--- src/rtl/rmth_pkg.sv ---
// Shared constants and controller/datapath interface types for the running median block.
`default_nettype none

package rmth_pkg;

    localparam int HEAP_DEPTH_DEF  = 512;
    localparam int SAMPLE_BITS_DEF = 16;
    localparam int HELD_BITS       = 11;

    // Commands from the controller to the datapath.
    typedef struct packed {
        logic load;       // capture the accepted transaction
        logic sel;        // heap being worked on: 0 lower (max), 1 upper (min)
        logic vsel;       // value in flight: 0 new sample, 1 saved top
        logic save_top;   // save the top of the selected heap
        logic drop;       // mark the sample as dropped
        logic push_init;  // start a push on the selected heap
        logic rt_init;    // start a replace-top on the selected heap
        logic push_rd;    // push: write at the root or read the parent
        logic push_cmp;   // push: move the parent down or place the value
        logic rt_rd;      // replace-top: place the value or read both children
        logic rt_cmp;     // replace-top: move a child up or place the value
        logic out_load;   // load the result register
    } rmth_cmd_t;

    // Status from the datapath to the controller.
    typedef struct packed {
        logic empty;
        logic l_gt;       // lower heap holds more samples
        logic l_lt;       // upper heap holds more samples
        logic x_le_ltop;  // sample <= top of lower heap
        logic ltop_le_x;  // top of lower heap <= sample
        logic utop_ge_x;  // top of upper heap >= sample
        logic l_full;
        logic u_full;
        logic idx_zero;   // sift position is the root
        logic no_child;   // sift position has no child in the heap
        logic move;       // compare says the entry moves
    } rmth_stat_t;

endpackage

`default_nettype wire

--- src/rtl/rmth_ctrl.sv ---
// Controller state machine that sequences each insert of the running median.
`default_nettype none

module rmth_ctrl
    import rmth_pkg::*;
(
    input  wire logic       aclk,
    input  wire logic       aresetn,
    input  wire logic       s_tvalid,
    output logic            s_tready,
    output logic            m_tvalid,
    input  wire logic       m_tready,
    input  wire rmth_stat_t stat,
    output rmth_cmd_t       cmd
);

    typedef enum logic [7:0] {
        ST_IDLE     = 8'b0000_0001,
        ST_DECIDE   = 8'b0000_0010,
        ST_PUSH_RD  = 8'b0000_0100,
        ST_PUSH_CMP = 8'b0000_1000,
        ST_RT_RD    = 8'b0001_0000,
        ST_RT_CMP   = 8'b0010_0000,
        ST_SECOND   = 8'b0100_0000,
        ST_FINISH   = 8'b1000_0000
    } state_t;

    state_t state_reg, state_next;
    logic   sel_reg, sel_next, vsel_reg, vsel_next, m_valid_reg, m_valid_next;
    logic   dec_sel, dec_rt, dec_drop, out_free;

    always_comb begin
        // Choose the heap operation from the counts and tops.
        dec_sel  = 1'b0;
        dec_rt   = 1'b0;
        dec_drop = 1'b0;
        if (stat.empty) begin
            dec_sel = 1'b0;
        end else if (stat.l_gt) begin
            dec_sel = !stat.ltop_le_x ? 1'b0 : 1'b1;
            dec_rt  = !stat.ltop_le_x;
        end else if (stat.l_lt) begin
            dec_sel = stat.utop_ge_x ? 1'b0 : 1'b1;
            dec_rt  = !stat.utop_ge_x;
        end else if (stat.x_le_ltop) begin
            dec_sel  = 1'b0;
            dec_drop = stat.l_full;
        end else begin
            dec_sel  = 1'b1;
            dec_drop = stat.u_full;
        end
    end

    always_comb begin
        state_next   = state_reg;
        sel_next     = sel_reg;
        vsel_next    = vsel_reg;
        m_valid_next = m_valid_reg;
        out_free     = !m_valid_reg || m_tready;
        s_tready     = state_reg == ST_IDLE;
        cmd          = '0;
        cmd.sel      = sel_reg;
        cmd.vsel     = vsel_reg;
        if (m_tready) begin
            m_valid_next = 1'b0;
        end

        unique case (state_reg)
            ST_IDLE: begin
                cmd.load = s_tvalid;
                if (s_tvalid) begin
                    state_next = ST_DECIDE;
                end
            end
            ST_DECIDE: begin
                cmd.sel   = dec_sel;
                cmd.vsel  = 1'b0;
                sel_next  = dec_sel;
                vsel_next = 1'b0;
                if (dec_drop) begin
                    cmd.drop   = 1'b1;
                    state_next = ST_FINISH;
                end else if (dec_rt) begin
                    cmd.save_top = 1'b1;
                    cmd.rt_init  = 1'b1;
                    state_next   = ST_RT_RD;
                end else begin
                    cmd.push_init = 1'b1;
                    state_next    = ST_PUSH_RD;
                end
            end
            ST_RT_RD: begin
                cmd.rt_rd  = 1'b1;
                state_next = stat.no_child ? ST_SECOND : ST_RT_CMP;
            end
            ST_RT_CMP: begin
                cmd.rt_cmp = 1'b1;
                state_next = stat.move ? ST_RT_RD : ST_SECOND;
            end
            ST_SECOND: begin
                cmd.sel       = !sel_reg;
                cmd.vsel      = 1'b1;
                cmd.push_init = 1'b1;
                sel_next      = !sel_reg;
                vsel_next     = 1'b1;
                state_next    = ST_PUSH_RD;
            end
            ST_PUSH_RD: begin
                cmd.push_rd = 1'b1;
                state_next  = stat.idx_zero ? ST_FINISH : ST_PUSH_CMP;
            end
            ST_PUSH_CMP: begin
                cmd.push_cmp = 1'b1;
                state_next   = stat.move ? ST_PUSH_RD : ST_FINISH;
            end
            ST_FINISH: begin
                if (out_free) begin
                    cmd.out_load = 1'b1;
                    m_valid_next = 1'b1;
                    state_next   = ST_IDLE;
                end
            end
            default: begin
                state_next = ST_IDLE;
            end
        endcase
    end

    always_ff @(posedge aclk) begin
        if (!aresetn) begin
            state_reg   <= ST_IDLE;
            sel_reg     <= 1'b0;
            vsel_reg    <= 1'b0;
            m_valid_reg <= 1'b0;
        end else begin
            state_reg   <= state_next;
            sel_reg     <= sel_next;
            vsel_reg    <= vsel_next;
            m_valid_reg <= m_valid_next;
        end
    end

    assign m_tvalid = m_valid_reg;

endmodule

`default_nettype wire

--- config.mk ---
export PLATFORM = sky130hd
export DESIGN_NAME = rmth_ctrl
export DESIGN_NICKNAME = d
export VERILOG_FILES = /design/src/rtl/rmth_pkg.sv /design/src/rtl/rmth_ctrl.sv
export SDC_FILE = /design/constraint.sdc
export NUM_CORES = 1
export LEC_CHECK = 0
export BUFFER_PORTS_ARGS = -buffer_cell sky130_fd_sc_hd__clkbuf_2
export CORE_AREA = 3 3 45 47
export DETAILED_ROUTE_END_ITERATION = 16
export DIE_AREA = 0 0 48 50
export PLACE_DENSITY = 0.68
export SLEW_MARGIN = 20
export SYNTH_ARGS = -nofsm -noshare
export SYNTH_HDL_FRONTEND = slang
export SYNTH_SLANG_ARGS = --single-unit
--- constraint.sdc ---
create_clock -name aclk -period 1.4 [get_ports aclk]
set_input_delay 0.07 -clock aclk [delete_from_list [all_inputs] [get_ports aclk]]
set_output_delay 0.07 -clock aclk [all_outputs]
set_load 0.1 [all_outputs]
### Yosys cells after proc, flatten, opt, wreduce, memory -nomap -nowiden

Index checks and enable logic that the tools add are counted.

| storage, ports and cells | value |
|---|---|
| memories kept | 0 |
| logic and storage cells | 64 |
| RAM bits | 0 |
| memory bits (read-only) | 0 |
| output and inout bits | 14 |
| bits of input ports | 15 |
| bits in latches | 0 |
| bits in registers | 11 |

| cells by class | value |
|---|---|
| $add $sub $neg | 0 |
| bitwise gates (word level) | 0 |
| eq/ne operators | 10 |
| $mul | 0 |
| mux-type cells | 43 |
| reduce and logical (&&, ||, !) cells | 7 |
| div/mod/pow operators | 0 |
| magnitude comparators | 0 |
| shift-type cells | 0 |

Operator list:

| cell | count |
|---|---|
| 8-bit one-hot mux with 8 select lines | 1 |
| 8-bit two-way mux | 5 |
| 1-bit two-way mux | 28 |
| 7-bit two-way mux | 2 |
| 8-bit by 1-bit equality test with 1-bit output (second input constant) | 1 |
| 8-bit by 2-bit equality test with 1-bit output (second input constant) | 1 |
| 8-bit by 3-bit equality test with 1-bit output (second input constant) | 1 |
| 8-bit by 4-bit equality test with 1-bit output (second input constant) | 1 |
| 8-bit by 5-bit equality test with 1-bit output (second input constant) | 1 |
| 8-bit by 6-bit equality test with 1-bit output (second input constant) | 1 |
| 8-bit by 7-bit equality test with 1-bit output (second input constant) | 1 |
| 8-bit equality test (second input constant) | 1 |
| 1-bit one-hot mux with 2 select lines | 3 |
| 5-bit two-way mux | 1 |
| 1-bit zero test | 4 |
| 2-bit two-way mux | 2 |
| 2-bit inequality test (second input constant) | 2 |
| 2-bit one-hot mux with 2 select lines | 1 |
| 2-bit AND reduction | 1 |
| 2-bit nonzero test | 1 |
| 1-bit logical OR | 1 |

### Logic depth before layout (Yosys ltp)

Gate-level depths: netlist of run 1.

| depth | value |
|---|---|
| depth in word-level cells | 7 |
| gate-level depth with buffers | 4 |
| mapped depth without buffers | 4 |

### Worst setup path after synthesis of run 1

OpenSTA, ideal clock, no wires.

| timing path | value |
|---|---|
| kind | reg-to-output |
| from | register state_reg[5] |
| to | output port cmd[8] (netlist name) |
| required time | 1,330 ps |
| arrival | 3,718 ps |
| slack | -2,388 ps |
| cell stages (with the launch flop) | 5 |
| path buffers | 1 |
| cells stage by stage | dfxtp_1 > nor4_2 > nand3_1 > nor3b_1 > buf_4 |

RTL lines:

| what | RTL line | text |
|---|---|---|
| from (decl) | rmth_ctrl.sv:28 | `state_t state_reg, state_next;` |
| from (signal assigned) | rmth_ctrl.sv:136 | `state_reg <= state_next;` |
| to (decl) | rmth_ctrl.sv:14 | `output rmth_cmd_t cmd` |

==> key figures, run 1 <==
Routing
  – Drt total wl: 3730 um
  – Antenna Nets Post-Route: 0
  – Post-DR wirelength/cell: between 20 and 25 um
  – Iter 0 DRT Violations: 38
  – Vias per inst: between 5 and 6
  – DRC: 0
  – Met1 wire length: 1360 um
  – Max layer used: met4
  – Via count: 984
  – Routed wire length on met2: 1920 um
  – Routed wl met3: 357 um
  – Initial DRT Pass Iterations: 4

Critical path
  – Critical path peak fanout: 4
  – Critical Path, Cell by Cell: nor4_4 > nand3_2 > and3_1 > or2_4 > buf_12
  – Kind of cell adding the most delay to the critical path: simple AND/OR/NAND/NOR gates
  – R2r worst-path depth: 6
  – Stages on worst setup path: 5
  – Critical Path RT: around 1.3 ns
  – Worst Path Buf+Inv: 1
  – Startpoint Class: flop
  – Crit. End Element: primary output
  – CP arrival: between 1.5 and 2 ns
  – Slowest cell delay on critical path: 0.37 ns
  – Setup CP Type: flop to primary output
  – CP max stage cell: dfxtp_4

Timing
  – Final setup margin: -0.522 ns
  – Min Tclk post-route: slightly below 2 ns
  – Final period utilization: 1.37
  – Fmax: between 0.5 and 0.6 GHz
  – Setup tns final: -7.34 ns
  – Worst rel slew slack: 0.635
  – Final setup vio count: 23
  – Worst-Margin Slew: around 0.55 ns
  – Final Hold Viols: 0
  – Fin Clk Skew: 0.000637 ns
  – Final Slew Violations: 0
  – RSZ-0062 raised after global routing: yes

Floorplan
  – Die Span Y: 50 um
  – Site Rows: 15
  – Core footprint: between 1500 and 2000 sq um
  – Initial Util: 0.404
  – Top-level I/O count: 29
  – Die Wd: between 40 and 50 um
  – Die Footprint: roughly 2400 sq um

Outcome
  – Failing checks: negative setup slack
  – Status: finished, violations left

Clock tree
  – CTS Sinks: 11
  – Longest Clk Path Bufs: 2
  – CTS buffer count: 3
  – Root buffer cell: clkbuf_4
  – CTS H-Tree Depth: 1
  – Clock latency at the later pin of the worst-skew pair: roughly 0.29 ns
  – Clock transition at the registers of the reported paths: 0.08 ns
  – CTS tree: built

Yosys
  – Post-synth cell types: 34
  – Mapped Area: approximately 700 sq um
  – Syn. warnings: 0
  – Post-synth net total: 94
  – Mean Syn Cell Area: 8.63 sq um
  – Post-synthesis sequential area ratio: 0.323
  – Mapped Cells: roughly 80
  – Register bit count reported by yosys: 11

Layout
  – Area Overhead vs Synth: 138%
  – Final Non-Filler Cells: roughly 170
  – Largest register FFs: 8
  – Commonest non-fill, non-tap cell in the layout: buf_4
  – Most frequent cells in the layout: buf_4 (24), clkbuf_2 (15), buf_12 (13), buf_6 (13), dfxtp_2 (6)
  – N_diodes: 0
  – Fill count: 38
  – Share of cells above drive strength 1: 0.711
  – Nets: roughly 170

Global routing
  – Total gr overflow: 0
  – Total GRT Usage: 0.265
  – First-pass GRT wire length: around 4500 um
  – Antenna violations before repair: 0
  – Pin count of the biggest net entering global routing: 9
  – Number of global-route vias before repair: a little under 1k

Placement
  – DP HPWL: approximately 1700 um
  – Placed Cells: ~150
  – PortBufs: 28
  – Final RePlAce weighted congestion: roughly 0.85

Worst hold path
  – Worst hold path cell count: 2
  – Hold crit path type: input pin to flop

Flow run
  – Max-cap check violation count: 0

Power and ir drop
  – P_leak: between 0.6 and 0.7 nW
  – Cell Pwr Density: between 500 and 600 nW/um^2
  – Max IR drop VDD: between 0.6 and 0.7 mV
## synthesized netlist by cell type
cell type | number | area share
mux2i_1 | 3 | 0.044
dfxtp_1 | 11 | 0.32
nor3b_1 | 1 | 0.011
nand2b_1 | 5 | 0.046
o21a_1 | 3 | 0.033
a22oi_1 | 1 | 0.011
nor2b_1 | 4 | 0.037
or4_1 | 1 | 0.011
and3_1 | 2 | 0.018
o31a_1 | 1 | 0.013
buf_4 | 1 | 0.011
nor3b_2 | 1 | 0.018
nand3_1 | 5 | 0.037
o21ai_0 | 1 | 0.0073
a21oi_1 | 3 | 0.022
inv_1 | 3 | 0.017
nor2_1 | 9 | 0.050
o32ai_1 | 1 | 0.013
o22ai_1 | 1 | 0.0092
and4b_2 | 1 | 0.017
nor4_2 | 2 | 0.037
xnor2_1 | 1 | 0.013
nand2_1 | 2 | 0.011
o31ai_2 | 1 | 0.018
or2_1 | 1 | 0.0092
and4bb_2 | 2 | 0.037
o22a_1 | 1 | 0.013
nor4_1 | 2 | 0.018
a21bo_2 | 1 | 0.015
and2b_2 | 1 | 0.013
o311ai_1 | 1 | 0.013
or3b_1 | 1 | 0.013
nor3_1 | 1 | 0.0073
and2_1 | 4 | 0.037
## per-stage QoR
| step | setup slack (ns) | total power, mW | hold WS [ns] | utilization | area [sq um] |
|---|---|---|---|---|---|
| 2_1_floorplan | -0.674 | 0.498 | 0.140 | - | 790 |
| 3_3_place_gp | -0.128 | 0.618 | 0.259 | 0.769 | 1300 |
| 3_5_place_dp | -0.187 | 0.623 | 0.266 | 0.769 | 1300 |
| 4_1_cts | -0.419 | 0.865 | 0.0450 | 0.869 | 1470 |
| 5_1_grt | -0.573 | 0.978 | 0.0600 | 0.961 | 1620 |
| 6_report | -0.522 | 0.952 | 0.0361 | 0.961 | 1620 |
## layout make-up
class                      instances  area (sq um)  share of cell area
tap                               17          21.3              0.0131
clock buffer                       4          26.3              0.0162
sequential                        11           235               0.145
inverter                           3          11.3             0.00693
multi-input combinational         64           648               0.399
timing repair buffer              67           682               0.420
## path summary, 6_finish.rpt
kind / endpoint / slack [ns] / from
worst max-delay path: cmd[10] / -0.52 / state_reg[7]$_SDFFE_PN0P_
worst min-delay path: state_reg[1]$_SDFFE_PN0P_ / 0.04 / s_tvalid
worst max register to register: vsel_reg$_SDFFE_PN0N_ / -0.24 / state_reg[7]$_SDFFE_PN0P_
worst min register to register: m_tvalid$_SDFF_PN0_ / 0.60 / m_tvalid$_SDFF_PN0_
## cells by family (layout without fill, tap and decap cells)
logic type / count (synthesis) / after routing / synth area share
buffers and inverters: 4 / 74 / 0.0275
AO/OA/AOI/OAI: 15 / 15 / 0.167
XOR/XNOR: 1 / 1 / 0.0128
AND/OR/NAND/NOR: 45 / 45 / 0.426
flip-flops: 11 / 11 / 0.323
multiplexers: 3 / 3 / 0.0440
## power by group
part           switching [mW]  internal [mW]  total (mW)
Combinational           0.209          0.169       0.378
Clock                   0.135          0.111       0.246
Sequential            0.00993          0.318       0.328
Total                   0.354          0.598       0.952
## routing by layer
| metal | vias up | track usage |
|---|---|---|
| met5 | - | 0 |
| met4 | 0 | 0.139 |
| met3 | 13 | 0.0766 |
| met2 | 69 | 0.438 |
| met1 | 472 | 0.287 |
| li1 | 430 | - |
## what timing repair did
| item | in CTS | in global routing |
|---|---|---|
| endpoints found under the hold margin | 2 | 0 |
| endpoints found under the setup margin | 19 | 23 |
| pin swaps | 6 | 17 |
| resized for setup | 21 | 21 |
| hold buffers | 2 | 0 |
| setup buffers | 5 | 13 |
No activity file was read; power rests on OpenSTA's default activity.
==> run 2: changes to the inputs <==
--- a/config.mk
+++ b/config.mk
@@ -6,9 +6,11 @@
 export NUM_CORES = 1
 export LEC_CHECK = 0
 export BUFFER_PORTS_ARGS = -buffer_cell sky130_fd_sc_hd__clkbuf_2
-export CORE_AREA = 3 3 45 47
+export CELL_PAD_IN_SITES_DETAIL_PLACEMENT = 1
+export CELL_PAD_IN_SITES_GLOBAL_PLACEMENT = 2
+export CORE_AREA = 3 3 59 61
 export DETAILED_ROUTE_END_ITERATION = 16
-export DIE_AREA = 0 0 48 50
+export DIE_AREA = 0 0 62 64
 export PLACE_DENSITY = 0.68
 export SLEW_MARGIN = 20
 export SYNTH_ARGS = -nofsm -noshare
==> key figures, run 2 (synthesized netlist as in run 1, its figures left out) <==
Outcome
  – Status: finished, violations left
  – Failing checks: negative setup slack

Timing
  – Fin Hold WS: 0.0749 ns (+0.0387 ns)
  – Final setup vio count: 21 (-8.7%)
  – Final setup margin: -0.434 ns (+0.0878 ns)
  – Final Slew Violations: 0 (unchanged)
  – RSZ-0062 raised after global routing: yes
  – Worst rel slew slack: 0.639 (+0.00427)
  – Final period utilization: 1.31 (-0.0627)
  – Worst-Margin Slew: 0.543 ns (-0.00644 ns)
  – Fin Clk Skew: 0.000751 ns (+0.000114 ns)
  – Setup tns final: -5.35 ns (+1.99 ns)
  – Final Hold Viols: 0 (unchanged)
  – Fmax: 0.545 GHz (+4.8%)
  – Min Tclk post-route: 1.83 ns (-0.0878 ns)

Routing
  – Drt total wl: 2750 um (-26%)
  – Iter 0 DRT Violations: 19 (-50%)
  – Vias per inst: 4.53 (-24%)
  – Post-DR wirelength/cell: 14.4 um (-36%)
  – Initial DRT Pass Iterations: 3 (-1)
  – Via count: 866 (-12%)
  – Antenna Nets Post-Route: 0 (unchanged)
  – DRC: 0 (unchanged)

Critical path
  – CP arrival: 1.76 ns (-0.09 ns)
  – CP max stage cell: dfxtp_4
  – Slowest cell delay on critical path: 0.35 ns (-0.02 ns)
  – Critical Path RT: 1.33 ns (about the same)
  – Critical Path, Cell by Cell: nor4_4 > nand3_2 > o32ai_2 > or2_4 > buf_12
  – Setup CP Type: flop to primary output
  – Startpoint Class: flop
  – Worst Path Buf+Inv: 1 (unchanged)
  – Kind of cell adding the most delay to the critical path: simple AND/OR/NAND/NOR gates
  – Critical path peak fanout: 4 (unchanged)
  – Crit. End Element: primary output

Global routing
  – Number of global-route vias before repair: 971 (+0.52%)
  – Total GRT Usage: 0.155 (-0.109)
  – Antenna violations before repair: 0 (unchanged)
  – First-pass GRT wire length: 4620 um (+3.7%)
  – Pin count of the biggest net entering global routing: 9 (unchanged)
  – Total gr overflow: 0 (unchanged)

Floorplan
  – Initial Util: 0.225 (-0.178)
  – Die Footprint: 3970 sq um (+65%)
  – Die Span Y: 64 um (+28%)
  – Die Wd: 62 um (+29%)
  – Site Rows: 20 (+5)
  – Top-level I/O count: 29 (unchanged)
  – Core footprint: 3030 sq um (+79%)

Clock tree
  – Clock latency at the later pin of the worst-skew pair: 0.27 ns (-0.02 ns)
  – Longest Clk Path Bufs: 2 (unchanged)
  – CTS tree: built
  – Clock transition at the registers of the reported paths: 0.07 ns (about the same)
  – CTS buffer count: 3 (unchanged)
  – CTS H-Tree Depth: 1 (unchanged)
  – CTS Sinks: 11 (unchanged)
  – Root buffer cell: clkbuf_4

Flow run
  – Max-cap check violation count: 0 (unchanged)

Power and ir drop
  – P_leak: 0.672 nW (-1.9%)
  – Switching Share: 0.342 (-0.0298)
  – Max IR drop VDD: 0.425 mV (-36%)
  – Power Total: 0.920 mW (-3.4%)
  – P_int: 0.605 mW (+1.2%)
  – Combinational cell fraction of total power: 0.408 (+0.010)
  – Clk pwr share: 0.238 (-0.020)
  – Cell Pwr Density: 563 nW/um^2 (-4.0%)
  – Sequential share of power: 0.354 (+0.010)
  – Sw Pwr: 0.315 mW (-11%)

Layout
  – Nets: 163 (-1.2%)
  – Util after Layout: 0.540 (-0.422)
  – Share of cells above drive strength 1: 0.707 (-0.00393)
  – Final Non-Filler Cells: 191 (+15%)
  – Area Overhead vs Synth: 140%
  – Largest register FFs: 8 (unchanged)
  – N_diodes: 0 (unchanged)
  – Most frequent cells in the layout: buf_4 (24), clkbuf_2 (15), buf_12 (13), buf_6 (11), nor2_1 (6)
  – Fill count: 327 (+760%)
  – Commonest non-fill, non-tap cell in the layout: buf_4

Placement
  – Final RePlAce weighted congestion: 0.782 (-8.1%)
  – PortBufs: 28 (unchanged)
  – Placed Cells: 171 (+17%)
  – DP HPWL: 1950 um (+12%)

Worst hold path
  – Hold crit path type: input pin to flop
==> run 2: changes by cell type in the layout (fill, tap and decap cells not counted), sizes merged <==
cell	delta
buf	-2
==> run 2: path summary, 6_finish.rpt <==
path	slack [ns]	startpoint	to	cells past startpoint
worst min register to register	0.55	m_tvalid$_SDFF_PN0_	m_tvalid$_SDFF_PN0_	2
worst min-delay path	0.07	s_tvalid	state_reg[1]$_SDFFE_PN0P_	2
worst max register to register	-0.18	state_reg[0]$_SDFFE_PN1P_	state_reg[6]$_SDFFE_PN0P_	5
worst max-delay path	-0.43	state_reg[7]$_SDFFE_PN0P_	cmd[10]	5
==> run 2: area by class of cell <==
cell class	instances	area [sq um]	area share
timing repair buffer	65	659	0.404
inverter	3	11.3	0.00689
clock buffer	4	26.3	0.0161
sequential	11	233	0.142
tap	44	55.1	0.0337
multi-input combinational	64	649	0.397
==> run 2: power groups by stage <==
stage               clock network (mW)  registers, mW  logic, mW
floorplan                            0          0.332      0.166
global placement                     0          0.333      0.288
detailed placement                   0          0.334      0.292
CTS                              0.227          0.326      0.334
global route                     0.243          0.327      0.395
finish                           0.219          0.326      0.375
==> run 2: worst register-to-register path: cells and delay by family (launching register included) <==
kind            cells  cell delay [ns]
buf+inv             1             0.12
simple gates        3             1.02
flops               1             0.34
compound gates      1             0.04
==> run 2: per-stage QoR <==
| step | area [sq um] | setup slack [ns] |
|---|---|---|
| 2_1_floorplan | 790 | -0.674 |
| 3_3_place_gp | 1320 | -0.187 |
| 3_5_place_dp | 1320 | -0.259 |
| 4_1_cts | 1550 | -0.460 |
| 5_1_grt | 1630 | -0.516 |
| 6_report | 1630 | -0.434 |
==> run 2: metal layers <==
layer | global-route usage | share of wire | vias up
li1 | - | - | 426
met1 | 0.181 | 0.39 | 409
met2 | 0.273 | 0.55 | 25
met3 | 0.0242 | 0.045 | 6
met4 | 0.0557 | 0.020 | 0
met5 | 0 | 0 | -
==> run 2: timing repair <==
item	CTS	global route
resized for setup	25	12
endpoints found under the setup margin	23	24
pin swaps	15	11
hold buffers	2	0
setup buffers	8	8
hold endpoints to repair	2	0
